===== src/chord_expander_with_inversion_top_assert.svh =====
// Assertion macros for the chord expander.
// Included by the top level; depends on nothing else.
`ifndef CHORD_EXPANDER_WITH_INVERSION_TOP_ASSERT_SVH
`define CHORD_EXPANDER_WITH_INVERSION_TOP_ASSERT_SVH

// Condition in a cycle implies a consequence in the same cycle.
`define CEWI_ASSERT_IMPLIES(name, clk, rst_n, cond, cons) \
    name: assert property (@(posedge clk) disable iff (!(rst_n)) (cond) |-> (cons)) \
        else $error("assertion failed: cond implies cons");

// Condition in a cycle implies a consequence in the following cycle.
`define CEWI_ASSERT_NEXT(name, clk, rst_n, cond, cons) \
    name: assert property (@(posedge clk) disable iff (!(rst_n)) (cond) |=> (cons)) \
        else $error("assertion failed: cond implies cons one cycle later");

`endif


===== src/cewi_pkg.sv =====
// Shared types, constants and the voicing table of the chord expander.
// Depends on nothing; used by every module of the block.
`default_nettype none

package cewi_pkg;

    localparam int TONES_MAX  = 5;
    localparam int NUM_VOICES = 16;
    localparam int CFG_DATA_W = 4;
    localparam int CFG_INDEX_W = 2;

    typedef logic [6:0] note_t;
    typedef logic [2:0] tone_cnt_t;
    typedef logic [$clog2(TONES_MAX)-1:0] tone_idx_t;
    typedef logic [3:0] voice_sel_t;
    typedef logic [1:0] inv_cnt_t;

    localparam note_t NOTE_MAX = 7'd127;
    localparam note_t OCTAVE   = 7'd12;

    typedef enum logic [CFG_INDEX_W-1:0] {
        CFG_CHORD_ENABLE    = 2'd0,
        CFG_CHORD_SELECT    = 2'd1,
        CFG_INVERSION_COUNT = 2'd2
    } cfg_index_t;

    typedef struct packed {
        logic       chord_enable;
        voice_sel_t chord_select;
        inv_cnt_t   inversion_count;
    } cfg_t;

    typedef struct packed {
        note_t root_note;
        note_t note_velocity;
    } in_item_t;

    typedef struct packed {
        note_t out_note;
        note_t out_velocity;
        logic  last_note;
    } out_item_t;

    typedef struct packed {
        note_t [TONES_MAX-1:0] tones;
        tone_cnt_t             count;
        note_t                 velocity;
    } job_t;

    localparam note_t VOICING_STEPS [NUM_VOICES][TONES_MAX] = '{
        '{7'd0, 7'd4,  7'd7, 7'd0,  7'd0},
        '{7'd0, 7'd3,  7'd7, 7'd0,  7'd0},
        '{7'd0, 7'd4,  7'd7, 7'd10, 7'd0},
        '{7'd0, 7'd4,  7'd7, 7'd11, 7'd0},
        '{7'd0, 7'd3,  7'd7, 7'd10, 7'd0},
        '{7'd0, 7'd2,  7'd7, 7'd0,  7'd0},
        '{7'd0, 7'd5,  7'd7, 7'd0,  7'd0},
        '{7'd0, 7'd3,  7'd6, 7'd0,  7'd0},
        '{7'd0, 7'd3,  7'd6, 7'd9,  7'd0},
        '{7'd0, 7'd4,  7'd8, 7'd0,  7'd0},
        '{7'd0, 7'd3,  7'd6, 7'd10, 7'd0},
        '{7'd0, 7'd4,  7'd7, 7'd14, 7'd0},
        '{7'd0, 7'd4,  7'd7, 7'd11, 7'd14},
        '{7'd0, 7'd3,  7'd7, 7'd10, 7'd14},
        '{7'd0, 7'd7,  7'd0, 7'd0,  7'd0},
        '{7'd0, 7'd12, 7'd0, 7'd0,  7'd0}
    };

    localparam tone_cnt_t VOICING_SIZE [NUM_VOICES] = '{
        3'd3, 3'd3, 3'd4, 3'd4, 3'd4, 3'd3, 3'd3, 3'd3,
        3'd4, 3'd3, 3'd4, 3'd4, 3'd5, 3'd5, 3'd2, 3'd2
    };

    function automatic note_t clamp_add(input note_t a, input note_t b);
        logic [7:0] sum;
        sum = {1'b0, a} + {1'b0, b};
        return (sum > {1'b0, NOTE_MAX}) ? NOTE_MAX : sum[6:0];
    endfunction

endpackage

`default_nettype wire


===== src/cewi_front.sv =====
// Front end: accepts a transaction, builds the clamped chord and applies
// the inversions one per cycle. Depends on cewi_pkg.
`default_nettype none

module cewi_front (
    input  wire logic               aclk,
    input  wire logic               aresetn,
    input  wire cewi_pkg::cfg_t     cfg,
    input  wire logic               s_valid,
    output logic                    s_ready,
    input  wire cewi_pkg::in_item_t s_data,
    output logic                    q_valid,
    output cewi_pkg::job_t          q_data,
    input  wire logic               q_ready
);

    logic               busy_reg, busy_next;
    cewi_pkg::inv_cnt_t inv_left_reg, inv_left_next;
    cewi_pkg::job_t     job_reg, job_next;
    cewi_pkg::job_t     load_job, inv_job;
    cewi_pkg::inv_cnt_t load_inv;
    cewi_pkg::tone_idx_t low;
    logic               accept;

    always_comb begin
        load_job          = '0;
        load_job.velocity = s_data.note_velocity;
        if (cfg.chord_enable) begin
            load_job.count = cewi_pkg::VOICING_SIZE[cfg.chord_select];
            for (int i = 0; i < cewi_pkg::TONES_MAX; i++) begin
                if (cewi_pkg::tone_cnt_t'(i) < load_job.count) begin
                    load_job.tones[i] = cewi_pkg::clamp_add(s_data.root_note,
                        cewi_pkg::VOICING_STEPS[cfg.chord_select][i]);
                end
            end
            load_inv = cfg.inversion_count;
        end else begin
            load_job.count    = 3'd1;
            load_job.tones[0] = s_data.root_note;
            load_inv          = '0;
        end
    end

    always_comb begin
        low = '0;
        for (int i = 1; i < cewi_pkg::TONES_MAX; i++) begin
            if (cewi_pkg::tone_cnt_t'(i) < job_reg.count &&
                job_reg.tones[i] < job_reg.tones[low]) begin
                low = cewi_pkg::tone_idx_t'(i);
            end
        end
        inv_job            = job_reg;
        inv_job.tones[low] = cewi_pkg::clamp_add(job_reg.tones[low], cewi_pkg::OCTAVE);
    end

    assign q_valid = busy_reg && (inv_left_reg == '0);
    assign q_data  = job_reg;
    assign s_ready = !busy_reg || ((inv_left_reg == '0) && q_ready);
    assign accept  = s_valid && s_ready;

    always_comb begin
        busy_next     = busy_reg;
        inv_left_next = inv_left_reg;
        job_next      = job_reg;
        if (busy_reg && inv_left_reg != '0) begin
            job_next      = inv_job;
            inv_left_next = inv_left_reg - 2'd1;
        end else if (q_valid && q_ready) begin
            busy_next = 1'b0;
        end
        if (accept) begin
            busy_next     = 1'b1;
            job_next      = load_job;
            inv_left_next = load_inv;
        end
    end

    always_ff @(posedge aclk) begin
        if (!aresetn) begin
            busy_reg     <= 1'b0;
            inv_left_reg <= '0;
        end else begin
            busy_reg     <= busy_next;
            inv_left_reg <= inv_left_next;
        end
        job_reg <= job_next;
    end

endmodule

`default_nettype wire


===== src/cewi_queue.sv =====
// Short queue of prepared chords between the front and back ends.
// Depends on cewi_pkg.
`default_nettype none

module cewi_queue #(
    parameter int DEPTH = 2
) (
    input  wire logic           aclk,
    input  wire logic           aresetn,
    input  wire logic           in_valid,
    output logic                in_ready,
    input  wire cewi_pkg::job_t in_data,
    output logic                out_valid,
    input  wire logic           out_ready,
    output cewi_pkg::job_t      out_data
);

    localparam int PTR_W = (DEPTH > 1) ? $clog2(DEPTH) : 1;
    localparam int CNT_W = $clog2(DEPTH + 1);

    cewi_pkg::job_t   mem_reg [DEPTH];
    logic [PTR_W-1:0] wr_ptr_reg, wr_ptr_next;
    logic [PTR_W-1:0] rd_ptr_reg, rd_ptr_next;
    logic [CNT_W-1:0] count_reg, count_next;
    logic             do_wr, do_rd;

    assign in_ready  = count_reg != CNT_W'(DEPTH);
    assign out_valid = count_reg != '0;
    assign out_data  = mem_reg[rd_ptr_reg];
    assign do_wr     = in_valid && in_ready;
    assign do_rd     = out_valid && out_ready;

    always_comb begin
        wr_ptr_next = wr_ptr_reg;
        rd_ptr_next = rd_ptr_reg;
        count_next  = count_reg;
        if (do_wr) begin
            wr_ptr_next = (wr_ptr_reg == PTR_W'(DEPTH - 1)) ? '0 : wr_ptr_reg + 1'b1;
        end
        if (do_rd) begin
            rd_ptr_next = (rd_ptr_reg == PTR_W'(DEPTH - 1)) ? '0 : rd_ptr_reg + 1'b1;
        end
        if (do_wr && !do_rd) begin
            count_next = count_reg + 1'b1;
        end else if (do_rd && !do_wr) begin
            count_next = count_reg - 1'b1;
        end
    end

    always_ff @(posedge aclk) begin
        if (!aresetn) begin
            wr_ptr_reg <= '0;
            rd_ptr_reg <= '0;
            count_reg  <= '0;
        end else begin
            wr_ptr_reg <= wr_ptr_next;
            rd_ptr_reg <= rd_ptr_next;
            count_reg  <= count_next;
        end
        if (do_wr) begin
            mem_reg[wr_ptr_reg] <= in_data;
        end
    end

endmodule

`default_nettype wire


===== src/cewi_back.sv =====
// Back end: takes queued chords and, while m_ready allows, sends their
// notes one per cycle via a registered output. Depends on cewi_pkg.
`default_nettype none

module cewi_back (
    input  wire logic           aclk,
    input  wire logic           aresetn,
    input  wire logic           q_valid,
    output logic                q_ready,
    input  wire cewi_pkg::job_t q_data,
    output logic                m_valid,
    input  wire logic           m_ready,
    output cewi_pkg::out_item_t m_data
);

    logic                have_job_reg, have_job_next;
    cewi_pkg::job_t      job_reg, job_next;
    cewi_pkg::tone_idx_t idx_reg, idx_next;
    logic                m_valid_reg, m_valid_next;
    cewi_pkg::out_item_t m_data_reg, m_data_next;
    logic                adv, is_last, load;

    assign adv     = have_job_reg && (!m_valid_reg || m_ready);
    assign is_last = {1'b0, idx_reg} == {1'b0, job_reg.count - 3'd1};
    assign load    = !have_job_reg || (adv && is_last);
    assign q_ready = load;
    assign m_valid = m_valid_reg;
    assign m_data  = m_data_reg;

    always_comb begin
        have_job_next = have_job_reg;
        job_next      = job_reg;
        idx_next      = idx_reg;
        m_valid_next  = m_valid_reg && !m_ready;
        m_data_next   = m_data_reg;
        if (adv) begin
            m_valid_next             = 1'b1;
            m_data_next.out_note     = job_reg.tones[idx_reg];
            m_data_next.out_velocity = job_reg.velocity;
            m_data_next.last_note    = is_last;
            if (!is_last) begin
                idx_next = idx_reg + 1'b1;
            end
        end
        if (load) begin
            have_job_next = q_valid;
            job_next      = q_data;
            idx_next      = '0;
        end
    end

    always_ff @(posedge aclk) begin
        if (!aresetn) begin
            have_job_reg <= 1'b0;
            idx_reg      <= '0;
            m_valid_reg  <= 1'b0;
        end else begin
            have_job_reg <= have_job_next;
            idx_reg      <= idx_next;
            m_valid_reg  <= m_valid_next;
        end
        job_reg    <= job_next;
        m_data_reg <= m_data_next;
    end

endmodule

`default_nettype wire


===== src/chord_expander_with_inversion_top.sv =====
// Top level of the chord expander: configuration registers, front end,
// chord queue and back end. Depends on cewi_pkg and the assertion header.
//
// Each input transaction on s_* carries a root note and a velocity. With
// chord expansion disabled one output transaction returns the root; when
// enabled the selected voicing yields two to five notes, all with the
// input velocity, the final one flagged by last_note.
// Configuration is written through cfg_wr_* with no wait; the user must
// write it only while idle, which the block itself does not enforce.
// The first note of a chord passes the front end's job register, where
// inversions are applied one per cycle, then the queue, the back end's
// job register and the output register. Chords flow at the pace of the
// slower of the inversion loop and the back end's one-note-per-cycle output.
// The queue lets the front end prepare the next chord while notes of
// the previous one are still being sent.
// When the receiver holds m_ready low the current note stays registered,
// the queue fills and s_ready then falls. Reset clears the registers to
// zero (expansion off) and empties the queue and the output.
`default_nettype none

`include "chord_expander_with_inversion_top_assert.svh"

module chord_expander_with_inversion_top #(
    parameter int QUEUE_DEPTH = 2
) (
    input  wire logic                                  aclk,
    input  wire logic                                  aresetn,
    input  wire logic                                  cfg_wr_en,
    input  wire logic [cewi_pkg::CFG_INDEX_W-1:0]      cfg_wr_index,
    input  wire logic [cewi_pkg::CFG_DATA_W-1:0]       cfg_wr_data,
    input  wire logic                                  s_valid,
    output logic                                       s_ready,
    input  wire cewi_pkg::in_item_t                    s_data,
    output logic                                       m_valid,
    input  wire logic                                  m_ready,
    output cewi_pkg::out_item_t                        m_data
);

    cewi_pkg::cfg_t cfg_reg;
    logic           fq_valid, fq_ready, qb_valid, qb_ready;
    cewi_pkg::job_t fq_data, qb_data;

    always_ff @(posedge aclk) begin
        if (!aresetn) begin
            cfg_reg <= '0;
        end else if (cfg_wr_en) begin
            case (cfg_wr_index)
                cewi_pkg::CFG_CHORD_ENABLE: begin
                    cfg_reg.chord_enable <= cfg_wr_data[0];
                end
                cewi_pkg::CFG_CHORD_SELECT: begin
                    cfg_reg.chord_select <= cfg_wr_data[3:0];
                end
                cewi_pkg::CFG_INVERSION_COUNT: begin
                    cfg_reg.inversion_count <= cfg_wr_data[1:0];
                end
                default: begin
                end
            endcase
        end
    end

    cewi_front u_front (
        .aclk    (aclk),
        .aresetn (aresetn),
        .cfg     (cfg_reg),
        .s_valid (s_valid),
        .s_ready (s_ready),
        .s_data  (s_data),
        .q_valid (fq_valid),
        .q_data  (fq_data),
        .q_ready (fq_ready)
    );

    cewi_queue #(
        .DEPTH (QUEUE_DEPTH)
    ) u_queue (
        .aclk      (aclk),
        .aresetn   (aresetn),
        .in_valid  (fq_valid),
        .in_ready  (fq_ready),
        .in_data   (fq_data),
        .out_valid (qb_valid),
        .out_ready (qb_ready),
        .out_data  (qb_data)
    );

    cewi_back u_back (
        .aclk    (aclk),
        .aresetn (aresetn),
        .q_valid (qb_valid),
        .q_ready (qb_ready),
        .q_data  (qb_data),
        .m_valid (m_valid),
        .m_ready (m_ready),
        .m_data  (m_data)
    );

    // A note that is not the last of its chord is always followed by another.
    `CEWI_ASSERT_NEXT(a_chord_continues, aclk, aresetn, m_valid && !m_data.last_note, m_valid)
    // A finished chord that the queue cannot take blocks new input.
    `CEWI_ASSERT_IMPLIES(a_front_blocks, aclk, aresetn, fq_valid && !fq_ready, !s_ready)

endmodule

`default_nettype wire

===== config.mk =====
export PLATFORM = sky130hd
export DESIGN_NAME = chord_expander_with_inversion_top
export DESIGN_NICKNAME = d
export VERILOG_FILES = /design/src/cewi_pkg.sv /design/src/cewi_front.sv /design/src/cewi_queue.sv /design/src/cewi_back.sv /design/src/chord_expander_with_inversion_top.sv
export VERILOG_INCLUDE_DIRS = /design/src /design/src/src
export SDC_FILE = /design/constraint.sdc
export NUM_CORES = 1
export LEC_CHECK = 0
export BUFFER_PORTS_ARGS = -buffer_cell sky130_fd_sc_hd__buf_2
export CAP_MARGIN = 20
export CORE_MARGIN = 5
export CORE_UTILIZATION = 42
export CTS_CLUSTER_DIAMETER = 40
export DETAILED_ROUTE_END_ITERATION = 12
export RECOVER_POWER = 100
export SYNTH_ARGS = -nofsm -noshare
export SYNTH_HDL_FRONTEND = slang
export SYNTH_SLANG_ARGS = --single-unit

===== constraint.sdc =====
create_clock -name aclk -period 21.2 [get_ports aclk]
set_input_delay 4.24 -clock aclk [delete_from_list [all_inputs] [get_ports aclk]]
set_output_delay 4.24 -clock aclk [all_outputs]
set_load 0.01 [all_outputs]

# --- Yosys cells after proc, flatten, opt, wreduce, memory -nomap -nowiden ---
# Memories as Yosys holds them, arrays and structs flattened. A register that Yosys moved wholly into a read port is not among the register bits.
# Cells that the tools add are included.
# W data, S select, Z words.
classes:
  n_lt_le_gt_ge: 26
  bitwise: 3
  muxes: 49
  eq_ne: 5
  reduce_logical: 38
  add_sub_neg: 13
ops:
  columns: ["cell", "n"]
  rows:
  - ["$mux W7", 17]
  - ["$bmux W7 S3", 5]
  - ["$mux W45", 2]
  - ["$mux W35", 2]
  - ["$gt A8 B7 Y1 const B", 6]
  - ["$add A7 B7 Y8", 5]
  - ["$bwmux W35", 1]
  - ["$lt A7 B7 Y1", 4]
  - ["$mux W28", 1]
  - ["$demux W7 S3", 1]
  - ["$logic_and A1 B1 Y1", 16]
  - ["$mux W2", 7]
  - ["$lt A2 B3 Y1 const A", 4]
  - ["$mux W10", 1]
  - ["$reduce_and A2 Y1", 5]
  - ["$reduce_bool A2 Y1", 5]
  - ["$lt A1 B3 Y1 const A", 3]
  - ["$mux W1", 9]
  - ["$mux W3", 3]
  - ["$add A7 B4 Y8 const B", 1]
  - ["$lt A2 B4 Y1 const B", 2]
  - ["$lt A3 B4 Y1 const B", 2]
  - ["$logic_not A1 Y1", 6]
  - ["$lt A3 B3 Y1 const A", 2]
  - ["18 further kinds", 24]
word_totals:
  elab_cells: 158
  mem_bits_ro: 608
  mem_bits_rw: 90
  ff_bits: 79
  output_inout_bits: 17
  inputBits: 25
  n_memories: 3
mem_list:
  columns: ["name", "depth", "word_bits", "rd", "rd_clocked_by_memory_dff", "wr", "line_no", "source"]
  rows:
  - ["(no name shown)", 16, 35, 1, 0, 0, "cewi_front.sv:33", "cewi_pkg::VOICING_STEPS[cfg.chord_select][i]);"]
  - ["u_queue.mem_reg", 2, 45, 1, 1, 1, "cewi_queue.sv:21", "cewi_pkg::job_t mem_reg [DEPTH];"]
  - ["(no name shown)", 16, 3, 1, 0, 0, "cewi_front.sv:29", "load_job.count = cewi_pkg::VOICING_SIZE[cfg.chord_select];"]

# --- Depth between registers and ports, before layout ---
# Gate-level depths: netlist of the first run.
depth:
  word_depth: 26
  depth_mapped: 40
  mapped_depth_nobuf: 37

# --- By module ---
# A second synthesis of the first run with hierarchy kept.
hier_totals:
  cells_unflattened: 825
  hier_area_um2: 10597.7
by_module_without_submodules:
  columns: ["mod", "area_each_um2", "instances", "seq_area_each_um2", "cells_each"]
  rows:
  - ["cewi_front", 4416.7, 1, 1411.4, 502]
  - ["cewi_queue", 3477.1, 1, 2802.7, 164]
  - ["cewi_back", 2418.6, 1, 1901.8, 129]
  - ["chord_expander_with_inversion_top", 285.3, 1, 140.1, 30]

# --- Least setup slack after synthesis of the first run ---
# OpenSTA, ideal clock, no wires.
synth_path:
  path_kind: "input to register"
  startpoint: "input port m_ready"
  endpoint: "register u_queue.count_reg[1]"
  setup_time_ns: 0.076
  path_buffers: 0
  arrival_time_ns: 9.358
  required_time_ns: 21.124
  setup_slack_ns: 11.766
  cell_stages: 6
  cell_sequence: "nor2b_1 o21ai_0 o21ai_0 ha_1 or3_1 a21boi_0"
synth_via:
  elab_chain_cells: 8
  word_cells_on_any_way: 10
  classes_between: "1 x mux; 9 x reduce/logical"
synth_lines:
  columns: ["item", "line_no", "source"]
  rows:
  - ["start: declaration", "chord_expander_with_inversion_top.sv:35", "input wire logic m_ready,"]
  - ["$logic_or A1 B1 Y1 *", "cewi_back.sv:23", "assign adv = have_job_reg && (!m_valid_reg || m_ready);"]
  - ["$logic_and A1 B1 Y1 *", "cewi_back.sv:23", null]
  - ["$logic_and A1 B1 Y1 *", "cewi_back.sv:25", "assign load = !have_job_reg || (adv && is_last);"]
  - ["$logic_or A1 B1 Y1 *", "cewi_back.sv:25", null]
  - ["via qb_ready", "chord_expander_with_inversion_top.sv:40", "logic fq_valid, fq_ready, qb_valid, qb_ready;"]
  - ["$logic_and A1 B1 Y1 *", "cewi_queue.sv:31", "assign do_rd = out_valid && out_ready;"]
  - ["$logic_not A1 Y1", "cewi_queue.sv:43", "if (do_wr && !do_rd) begin"]
  - ["$logic_and A1 B1 Y1", "cewi_queue.sv:43", null]
  - ["$mux W2 or $reduce_bool A2 Y1 (tied branches)", null, null]
  - ["end signal: assignment", "cewi_queue.sv:58", "count_reg <= count_next;"]
  - ["end: declaration", "cewi_queue.sv:24", "logic [CNT_W-1:0] count_reg, count_next;"]
# The timed path passes the listed nets; every way through them passes the cells marked *.
# A chain may end at the register's enable or synchronous reset.

==> metrics.cfg, run 1 <==
[status]
outcome = finished with violations
violations = max-capacitance violations, max-slew violations

[finish]
syn2layout_area_growth_pct = 13.9
finalNonFillerCells = 1224
fin_nets = 952
drive_above_1_share = 0.150
antennaDiodeCount = 0
largest_reg_flops = 90
finish.utilization = 0.481

[yosys]
synthCells = 820
yosysWarnings = 0
ys_ff_latch = 214
postSynthAreaPerCell_um2 = 12.8
yosys_most_used_dff = edfxtp_1
ys_seq_area_frac = 0.593
synth_edf_count = 195
synth.distinct_cells = 68
synthArstFlopShare = 0
syn_nets = 900
syn_area_um2 = 10500

[place]
placedCellCount = 1170
place_hpwl_um = 15900
place_congestion = 0.922
portBuffers = 41

[grt]
grt_usage = 0.159
antenna_found_initial = 0
overflow = 0
grt_max_degree = 47
grt_pass1_wl_um = 35800
grt_pass1_vias = 6466

[floorplan]
die_width_um = 168
rows = 58
initial_core_util = 0.423
core_area_um2 = 24900
die-area_um2 = 28300
io_pins = 42
die_h_um = 168

[detailed_routing]
routedWlPerCell_um = 18.3
routed_wl_um = 22400
drtPass1Iterations = 5
drt_first_iter_violations = 411
vias_per_cell = 5.31
drc = 0
final_antenna_net_count = 0
via_count = 6495

[clocking]
cts.repair.resized = 0
cts_hold_buf = 0
cts_tree = built
insertion_delay_ns = 0.54
cts.reportedPaths.clkPinSlew_ns = 0.06
numClockSinks = 214
cts_buffers = 29
htreeDepth = 1
max-clock-path-buffers = 3
cts_root_buf = clkbuf_16
cts_setup_buffers = 0

[worst_hold_path]
holdPathStages = 0
hold_start = u_back.job_reg[2]$_DFFE_PP_
worst_hold_path_type = reg2reg
hold_end = u_back.m_data[3]$_DFFE_PP_

[setup_path]
start_kind = flop
crit_type = reg2reg
arrival_ns = 10.10
timing.rr.end = u_front.q_data[16]$_DFFE_PP_
path_max_fanout = 16
cp_slowest_stage_delay_ns = 1.42
endpoint_kind = flop
regToRegSetupSlack_ns = 11.36
reg2reg_from = u_front.q_data[14]$_DFFE_PP_
crit_slowest_cell = o31ai_1
crit_required_ns = 21.47
r2r_cells = 31

[power_and_ir_drop]
p_leak_nw = 4.48
peakVddDrop_mv = 0.0640
p_per_area_nw_per_um2 = 138

[timing]
worst_pin_slew_ns = 2.81
fin_crit_ns = 9.84
hold_viol = 0
rsz0062_at_grt = no
timing.fmax_mhz = 102
setup_viol_count_final = 0
whs_ns = 0.419
max_slew_margin = -0.874
period_share = 0.464
finalClockSkew_ns = 0.00952
fin_tns_setup_ns = 0
final_max_slew_viol_count = 203

[job]
cap_violations = 5

[where the power goes]
group	switching [mW]	internal (mW)	total [mW]
clock network	0.183	0.303	0.486
registers	0.0582	0.608	0.666
logic	0.310	0.190	0.500
[per-layer routing]
metal / vias to the layer above / wire (um) / global-route usage
li1: 3187 / - / -
met5: - / 0 / 0
met4: 0 / 576 / 0.0459
met3: 43 / 901 / 0.0268
met2: 130 / 10400 / 0.255
met1: 3135 / 10500 / 0.225
[Yosys cell counts, types with 3 or more instances]
library cell	n	area (um^2)
or2_2	5	31.3
a21o_1	6	45.0
a211o_1	3	26.3
xor2_1	7	61.3
and3_1	10	62.6
nand3_1	24	120
nand4_1	4	25.0
clkbuf_1	18	67.6
inv_1	55	206
edfxtp_1	195	5860
xnor2_1	12	105
nor2_1	53	199
nand3b_1	3	22.5
o211a_1	5	50.1
ha_1	51	638
nor2b_1	29	181
a21oi_1	36	180
a21boi_0	5	37.5
fa_1	4	80.1
mux2_2	46	518
o21a_1	6	45.0
a31oi_1	3	18.8
o21ai_0	46	230
o31a_1	3	26.3
a211oi_1	3	22.5
nand2b_1	6	37.5
mux4_2	8	180
and2_1	10	62.6
o21ai_1	5	25.0
nand2_1	35	131
dfxtp_1	19	380
o22ai_1	29	181
mux2i_1	20	200
o211ai_1	9	67.6
or3_1	6	37.5
[metrics by stage]
stage	cell area (um^2)	power [mW]	setup WS, ns
6_report	12000	1.65	11.36
3_5_place_dp	11100	1.19	12.53
5_1_grt	12000	1.76	10.28
4_1_cts	12100	1.68	12.48
2_1_floorplan	10500	1.03	11.77
3_3_place_gp	11100	1.18	12.77
[placed cells by master, fill, tap and decap left out, drive strengths merged, types with 12 or more instances in the layout]
cell type | synthesis | final
mux2i | 20 | 20
buf | 6 | 22
a21oi | 37 | 37
xnor2 | 12 | 12
and2 | 12 | 12
o22ai | 29 | 29
clkbuf | 19 | 56
clkinv | 1 | 12
nand3 | 24 | 24
nand2 | 35 | 35
o21ai | 52 | 52
nor2 | 54 | 54
ha | 51 | 51
edfxtp | 195 | 195
dfxtp | 19 | 19
nor2b | 29 | 29
mux2 | 46 | 46
inv | 55 | 60
[critical path, delay by kind of cell, from the launching register on]
| kind | cells | cell delay, ns |
|---|---|---|
| compound gates | 16 | 5.30 |
| fa+ha+maj | 5 | 1.35 |
| buf+inv | 3 | 0.29 |
| flops | 1 | 0.47 |
| mux | 3 | 0.99 |
| simple gates | 4 | 1.16 |
[kinds of logic after synthesis]
kind of cell | share of synthesized area
AO/OA/AOI/OAI | 0.108
XOR/XNOR | 0.0158
adder cells (fa/ha/maj) | 0.0683
buffers and inverters | 0.0316
flip-flops | 0.593
multiplexers | 0.0854
AND/OR/NAND/NOR | 0.0979
[cell type report]
| class | count | area (um^2) |
|---|---|---|
| Tap cell | 330 | 413 |
| Fill cell | 2225 | 12900 |
| Sequential cell | 214 | 6240 |
| Timing Repair Buffer | 47 | 206 |
| Inverter | 56 | 210 |
| Clock inverter | 22 | 260 |
| Multi-Input combinational cell | 524 | 3930 |
| Clock buffer | 31 | 733 |
[worst max path at each step]
stage / start / end / slack [ns] / cells after the start
final: u_front.q_data[14]$_DFFE_PP_ / u_front.q_data[16]$_DFFE_PP_ / 11.36 / 31
after global routing: u_front.q_data[14]$_DFFE_PP_ / u_front.q_data[16]$_DFFE_PP_ / 10.28 / 31
after CTS: u_front.q_data[14]$_DFFE_PP_ / u_front.q_data[23]$_DFFE_PP_ / 12.48 / 34
after detailed placement: u_front.q_data[14]$_DFFE_PP_ / u_front.q_data[23]$_DFFE_PP_ / 12.53 / 34
after global placement: u_front.q_data[14]$_DFFE_PP_ / u_front.q_data[23]$_DFFE_PP_ / 12.77 / 34
after floorplan: m_ready / u_queue.count_reg[1]$_SDFFE_PN0P_ / 11.77 / 6
Note: power is estimated with default switching activity, not from simulation.
==> inputs of run 2 (changes only) <==
--- a/config.mk
+++ b/config.mk
@@ -6,6 +6,7 @@
 export SDC_FILE = /design/constraint.sdc
 export NUM_CORES = 1
 export LEC_CHECK = 0
+export ABC_AREA = 1
 export BUFFER_PORTS_ARGS = -buffer_cell sky130_fd_sc_hd__buf_2
 export CAP_MARGIN = 20
 export CORE_MARGIN = 5
==> constraint.sdc (replaced) <==
create_clock -name aclk -period 9.06 [get_ports aclk]
set_input_delay 1.812 -clock aclk [delete_from_list [all_inputs] [get_ports aclk]]
set_output_delay 1.812 -clock aclk [all_outputs]
set_load 0.01 [all_outputs]
==> metrics.cfg, run 2 <==
[clocking]
htreeDepth = 1  ; unchanged
cts.reportedPaths.clkPinSlew_ns = 0.06  ; about the same
numClockSinks = 214  ; unchanged
cts_tree = built
insertion_delay_ns = 0.53  ; about the same
cts.repair.resized = 0  ; unchanged
max-clock-path-buffers = 3  ; unchanged
cts_buffers = 29  ; unchanged
cts_setup_buffers = 0  ; unchanged
cts_hold_buf = 0  ; unchanged
cts_root_buf = clkbuf_16

[finish]
antennaDiodeCount = 0  ; unchanged
final_cell_mix = 369 x nand2_1, 195 x edfxtp_1, 118 x inv_1
largest_reg_flops = 90  ; unchanged
syn2layout_area_growth_pct = 13.6
fin_nets = 1231  ; +29%
drive_above_1_share = 0.0835  ; -0.0663
final_common_cell = nand2_1
nFillCells = 2355  ; +5.8%

[timing]
fin_tns_setup_ns = 0  ; unchanged
timing.fmax_mhz = 134  ; +32%
period_share = 0.821  ; +0.357
final_max_slew_viol_count = 174  ; -14%
worst_pin_slew_ns = 2.50  ; -0.308 ns
max_slew_margin = -0.668  ; +0.205
rsz0062_at_grt = no
hold_viol = 0  ; unchanged
finalClockSkew_ns = 0.0108  ; +0.00131 ns
setup_viol_count_final = 0  ; unchanged
fin_crit_ns = 7.44  ; -2.40 ns

[place]
place_congestion = 0.947  ; +2.7%
place_hpwl_um = 17500  ; +10%
portBuffers = 41  ; unchanged

[yosys]
yosysMostFrequentCell = nand2_1
synthCells = 1100  ; +34%
yosys.area.top_type = edfxtp_1
synth.distinct_cells = 46  ; -32%
yosysWarnings = 0  ; unchanged
syn_nets = 1180  ; +31%
synth_top_area_frac = 0.545  ; -0.0114
synth_common_cells = 362 x nand2_1, 195 x edfxtp_1, 116 x inv_1
synth_edf_count = 195  ; unchanged
ys_seq_area_frac = 0.581  ; -0.0122
syn_area_um2 = 10700  ; +2.1%
ys_ff_latch = 214  ; unchanged
postSynthAreaPerCell_um2 = 9.76  ; -24%
yosys_most_used_dff = edfxtp_1
synthArstFlopShare = 0  ; unchanged
synthTopCellsByArea = edfxtp_1 55%, nand2_1 13%, ha_1 5.9%

[grt]
grt_pass1_wl_um = 39100  ; +9.3%
grt_max_degree = 48  ; +2.1%
overflow = 0  ; unchanged
grt_usage = 0.169  ; +0.00999
antenna_found_initial = 0  ; unchanged
grt_pass1_vias = 7340  ; +14%

[detailed_routing]
drt_first_iter_violations = 543  ; +32%
met2_length_um = 11300  ; +8.1%
vias_per_cell = 4.94  ; -6.9%
routedWlPerCell_um = 16.0  ; -13%
drc = 0  ; unchanged
via_count = 7426  ; +14%
final_antenna_net_count = 0  ; unchanged
drtPass1Iterations = 5  ; unchanged
dr.max_layer_used = met4
met1_length_um = 11200  ; +6.6%
routed_wl_um = 24000  ; +7.3%
dr_wl_met3_um = 1220  ; +36%

[setup_path]
path_max_fanout = 22  ; +6
cp.depth = 38  ; +23%
r2r_cells = 38  ; +23%
crit_slowest_cell = nand2_1
regToRegSetupSlack_ns = 1.62  ; -9.74 ns
arrival_ns = 7.83  ; -2.27 ns
cp_num_buf_inv = 4  ; +1
worst_path_dominant_cell_family = simple AND/OR/NAND/NOR gates
crit_top_cell = nand2_1
crit_required_ns = 9.46  ; -12.01 ns
crit_type = reg2reg
cp_slowest_stage_delay_ns = 0.62  ; -0.80 ns
endpoint_kind = flop
start_kind = flop

[status]
outcome = finished with violations
violations = max-capacitance violations, max-slew violations

[floorplan]
die_width_um = 170  ; +0.98%
core_area_um2 = 25200  ; +1.2%
die_h_um = 170  ; +0.98%
rows = 58  ; unchanged
die-area_um2 = 28900  ; +2.0%
io_pins = 42  ; unchanged
initial_core_util = 0.426  ; +0.00387

[power_and_ir_drop]
p_per_area_nw_per_um2 = 408  ; +200%
power_mw = 4.97  ; +200%
peakVddDrop_mv = 0.268  ; +320%
p_leak_nw = 5.21  ; +16%

[job]
cap_violations = 4  ; -1

[worst_hold_path]
worst_hold_path_type = reg2reg
holdPathStages = 0  ; unchanged

## run 2: worst paths after layout
path / startpoint / to
worst min-delay path: u_back.job_reg[2]$_DFFE_PP_ / u_back.m_data[3]$_DFFE_PP_
worst max-delay path: u_front.q_data[16]$_DFFE_PP_ / u_front.q_data[26]$_DFFE_PP_
worst min register to register: u_back.job_reg[2]$_DFFE_PP_ / u_back.m_data[3]$_DFFE_PP_
worst max register to register: u_front.q_data[16]$_DFFE_PP_ / u_front.q_data[26]$_DFFE_PP_
## run 2: logic make-up (layout without fill, tap and decap cells)
family / after synthesis / in the layout / synth area share
compound gates: 165 / 165 / 0.0929
simple gates: 504 / 504 / 0.196
fa+ha+maj: 55 / 55 / 0.0669
xor+xnor: 10 / 10 / 0.00816
flops: 214 / 214 / 0.581
buf+inv: 152 / 225 / 0.0555
## run 2: worst reg2reg max path: cells and delay by family (launching register included)
family                   cells  cell delay [ns]
buffers and inverters        4             0.95
adder cells (fa/ha/maj)      4             1.12
flip-flops                   1             0.46
AO/OA/AOI/OAI                8             1.73
AND/OR/NAND/NOR             22             3.06
## run 2: layout make-up
| type | count | area (um^2) | area share |
|---|---|---|---|
| flip-flops and latches | 214 | 6240 | 0.511 |
| multi-input cells | 734 | 3860 | 0.316 |
| clock buffers | 32 | 737 | 0.0604 |
| inverters | 125 | 469 | 0.0385 |
| well taps | 330 | 413 | 0.0339 |
| clock inverters | 21 | 274 | 0.0225 |
| repair buffers | 47 | 206 | 0.0169 |
## run 2: power by group
part	internal, mW	leakage (nW)	switching (mW)
sequential	1.53	2.03	0.188
clock	0.716	0.483	0.439
combinational	0.649	2.69	1.45
## run 2: metrics by stage
step | cell area, um^2 | utilization | hold slack (ns) | setup WS (ns) | std cells
final | 12200 | 0.484 | 0.422 | 1.62 | 1503
after global routing | 12200 | 0.484 | 0.426 | 0.907 | 1503
after global placement | 11300 | 0.449 | 0.401 | 2.53 | 1450
after detailed placement | 11300 | 0.449 | 0.410 | 2.42 | 1450
after CTS | 12300 | 0.489 | 0.424 | 2.41 | 1503
after floorplan | 10700 | - | 0.400 | 2.44 | 1100
## run 2: routing by layer
layer  vias to the layer above  GRT usage
li1                       3805          -
met1                      3430      0.241
met2                       164      0.279
met3                        27     0.0228
met4                         0     0.0389
met5                         -          0
==> inputs of run 3 (changes only) <==
--- a/config.mk
+++ b/config.mk
@@ -6,7 +6,7 @@
 export SDC_FILE = /design/constraint.sdc
 export NUM_CORES = 1
 export LEC_CHECK = 0
-export ABC_AREA = 1
+export ABC_AREA = 0
 export BUFFER_PORTS_ARGS = -buffer_cell sky130_fd_sc_hd__buf_2
 export CAP_MARGIN = 20
 export CORE_MARGIN = 5
==> constraint.sdc (replaced) <==
create_clock -name aclk -period 6.4 [get_ports aclk]
set_input_delay 1.28 -clock aclk [delete_from_list [all_inputs] [get_ports aclk]]
set_output_delay 1.28 -clock aclk [all_outputs]
set_load 0.01 [all_outputs]
==> metrics.cfg, run 3 (synthesized netlist as in run 1, its figures left out) <==
[status]
outcome = finished with violations
violations = negative setup slack

[clocking]
cts_tree = built
cts.reportedPaths.clkPinSlew_ns = 0.06  ; about the same
htreeDepth = 1  ; unchanged
insertion_delay_ns = 0.53  ; about the same
numClockSinks = 214  ; unchanged
cts_root_buf = clkbuf_16
cts_buffers = 28  ; -3.4%
max-clock-path-buffers = 3  ; unchanged

[timing]
final_max_slew_viol_count = 0  ; -100%
finalClockSkew_ns = 0.0206  ; +0.00972 ns
max_slew_margin = 0.459  ; +1.13
setup_viol_count_final = 63  ; +63
period_share = 1.05  ; +0.233
fin_crit_ns = 6.75  ; -0.690 ns
worst_pin_slew_ns = 0.810  ; -1.69 ns
whs_ns = 0.411  ; -0.0105 ns
timing.fmax_mhz = 148  ; +10%
fin_tns_setup_ns = -11.70  ; -11.70 ns
rsz0062_at_grt = yes
hold_viol = 0  ; unchanged
setup_slack_ns = -0.345  ; -1.97 ns

[detailed_routing]
drt_first_iter_violations = 432  ; -20%
routedWlPerCell_um = 18.2  ; +14%
vias_per_cell = 5.24  ; +6.0%
routed_wl_um = 24300  ; +1.3%
drc = 0  ; unchanged
via_count = 7013  ; -5.6%
final_antenna_net_count = 0  ; unchanged
drtPass1Iterations = 5  ; unchanged

[setup_path]
cp_slowest_stage_delay_ns = 0.46  ; -0.16 ns
arrival_ns = 7.01  ; -0.82 ns
path_max_fanout = 8  ; -64%
worst_path_dominant_cell_family = compound AO/OA/AOI/OAI gates
crit_slowest_cell = o31ai_4
crit_required_ns = 6.66  ; -2.80 ns
start_kind = flop
crit_start = u_front.q_data[21]$_DFFE_PP_
cp.depth = 32  ; -16%
reg2reg_from = u_front.q_data[21]$_DFFE_PP_
crit_top_cell = ha_4
crit_type = reg2reg
timing.rr.end = u_front.q_data[44]$_DFFE_PP_
regToRegSetupSlack_ns = -0.35  ; -1.97 ns
crit_path_end = u_front.q_data[44]$_DFFE_PP_
r2r_cells = 32  ; -16%
cp_num_buf_inv = 5  ; +1
endpoint_kind = flop

[finish]
largest_reg_flops = 90  ; unchanged
final_area_um2 = 13600  ; +12%
fin_nets = 1067  ; -13%
final_common_cell = edfxtp_1
antennaDiodeCount = 0  ; unchanged
nFillCells = 2078  ; -12%
final_cell_mix = 195 x edfxtp_1, 104 x buf_4, 50 x inv_1
finalNonFillerCells = 1339  ; -11%
syn2layout_area_growth_pct = 29.8
drive_above_1_share = 0.391  ; +0.308

[place]
portBuffers = 41  ; unchanged
placedCellCount = 1246  ; -14%
place_congestion = 0.913  ; -3.6%
place_hpwl_um = 16900  ; -3.6%
dpl_cell_area_um2 = 11700  ; +3.9%
pre_cts_ws_ns = -0.548  ; -2.97 ns

[grt]
antenna_found_initial = 0  ; unchanged
overflow = 0  ; unchanged
grt_max_degree = 47  ; -2.1%
grt_pass1_wl_um = 37700  ; -3.7%
grt_pass1_vias = 6862  ; -6.5%
grt_usage = 0.168  ; -0.00181

[power_and_ir_drop]
peakVddDrop_mv = 0.207  ; -23%
p_per_area_nw_per_um2 = 487  ; +19%
p_leak_nw = 5.21  ; about the same

[floorplan]
initial_core_util = 0.423  ; -0.00387
die-area_um2 = 28300  ; -1.9%
rows = 58  ; unchanged
die_h_um = 168  ; -0.97%
die_width_um = 168  ; -0.97%
core_area_um2 = 24900  ; -1.2%
io_pins = 42  ; unchanged

[job]
cap_violations = 0  ; -4

[worst_hold_path]
worst_hold_path_type = reg2reg

run 3: report_power, final:
part	internal (mW)	switching (mW)	total (mW)
clock	0.956	0.583	1.54
sequential	2.00	0.181	2.18
combinational	1.42	1.51	2.93
run 3: layer usage:
metal	wire [um]	global-route usage	up-vias
met5	0	0	-
met4	664	0.0494	0
met3	999	0.0216	47
met2	11600	0.274	135
met1	11000	0.235	3409
li1	-	-	3422
run 3: worst min-delay path by stage:
stage | start | to | slack (ns) | cells after the start
2_1_floorplan | u_back.job_reg[0]$_DFFE_PP_ | u_back.m_data[1]$_DFFE_PP_ | 0.40 | 0
6_report | u_back.job_reg[3]$_DFFE_PP_ | u_back.m_data[4]$_DFFE_PP_ | 0.41 | 0
3_5_place_dp | u_back.job_reg[3]$_DFFE_PP_ | u_back.m_data[4]$_DFFE_PP_ | 0.40 | 0
3_3_place_gp | u_back.job_reg[1]$_DFFE_PP_ | u_back.m_data[2]$_DFFE_PP_ | 0.40 | 0
4_1_cts | u_back.job_reg[3]$_DFFE_PP_ | u_back.m_data[4]$_DFFE_PP_ | 0.41 | 0
5_1_grt | u_back.job_reg[3]$_DFFE_PP_ | u_back.m_data[4]$_DFFE_PP_ | 0.42 | 0
run 3: area by class of cell:
type	instances	area [um^2]	area share
timing repair buffer	163	1170	0.0861
multi-input combinational	524	4670	0.342
clock inverter	21	215	0.0158
inverter	56	210	0.0154
clock buffer	31	733	0.0537
tap	330	413	0.0303
sequential	214	6240	0.457
run 3: repair_timing:
| action | in CTS | in global routing |
|---|---|---|
| setup endpoints to repair | 70 | 70 |
| setup buffers | 25 | 18 |
| pin swaps | 47 | 49 |
| hold buffers | 0 | 0 |
| resized for setup | 67 | 75 |
run 3: through the flow:
step / power [mW] / utilization
after floorplan: 3.50 / -
after global placement: 4.38 / 0.472
after detailed placement: 4.39 / 0.472
after CTS: 6.33 / 0.530
after global routing: 6.99 / 0.548
final: 6.65 / 0.548
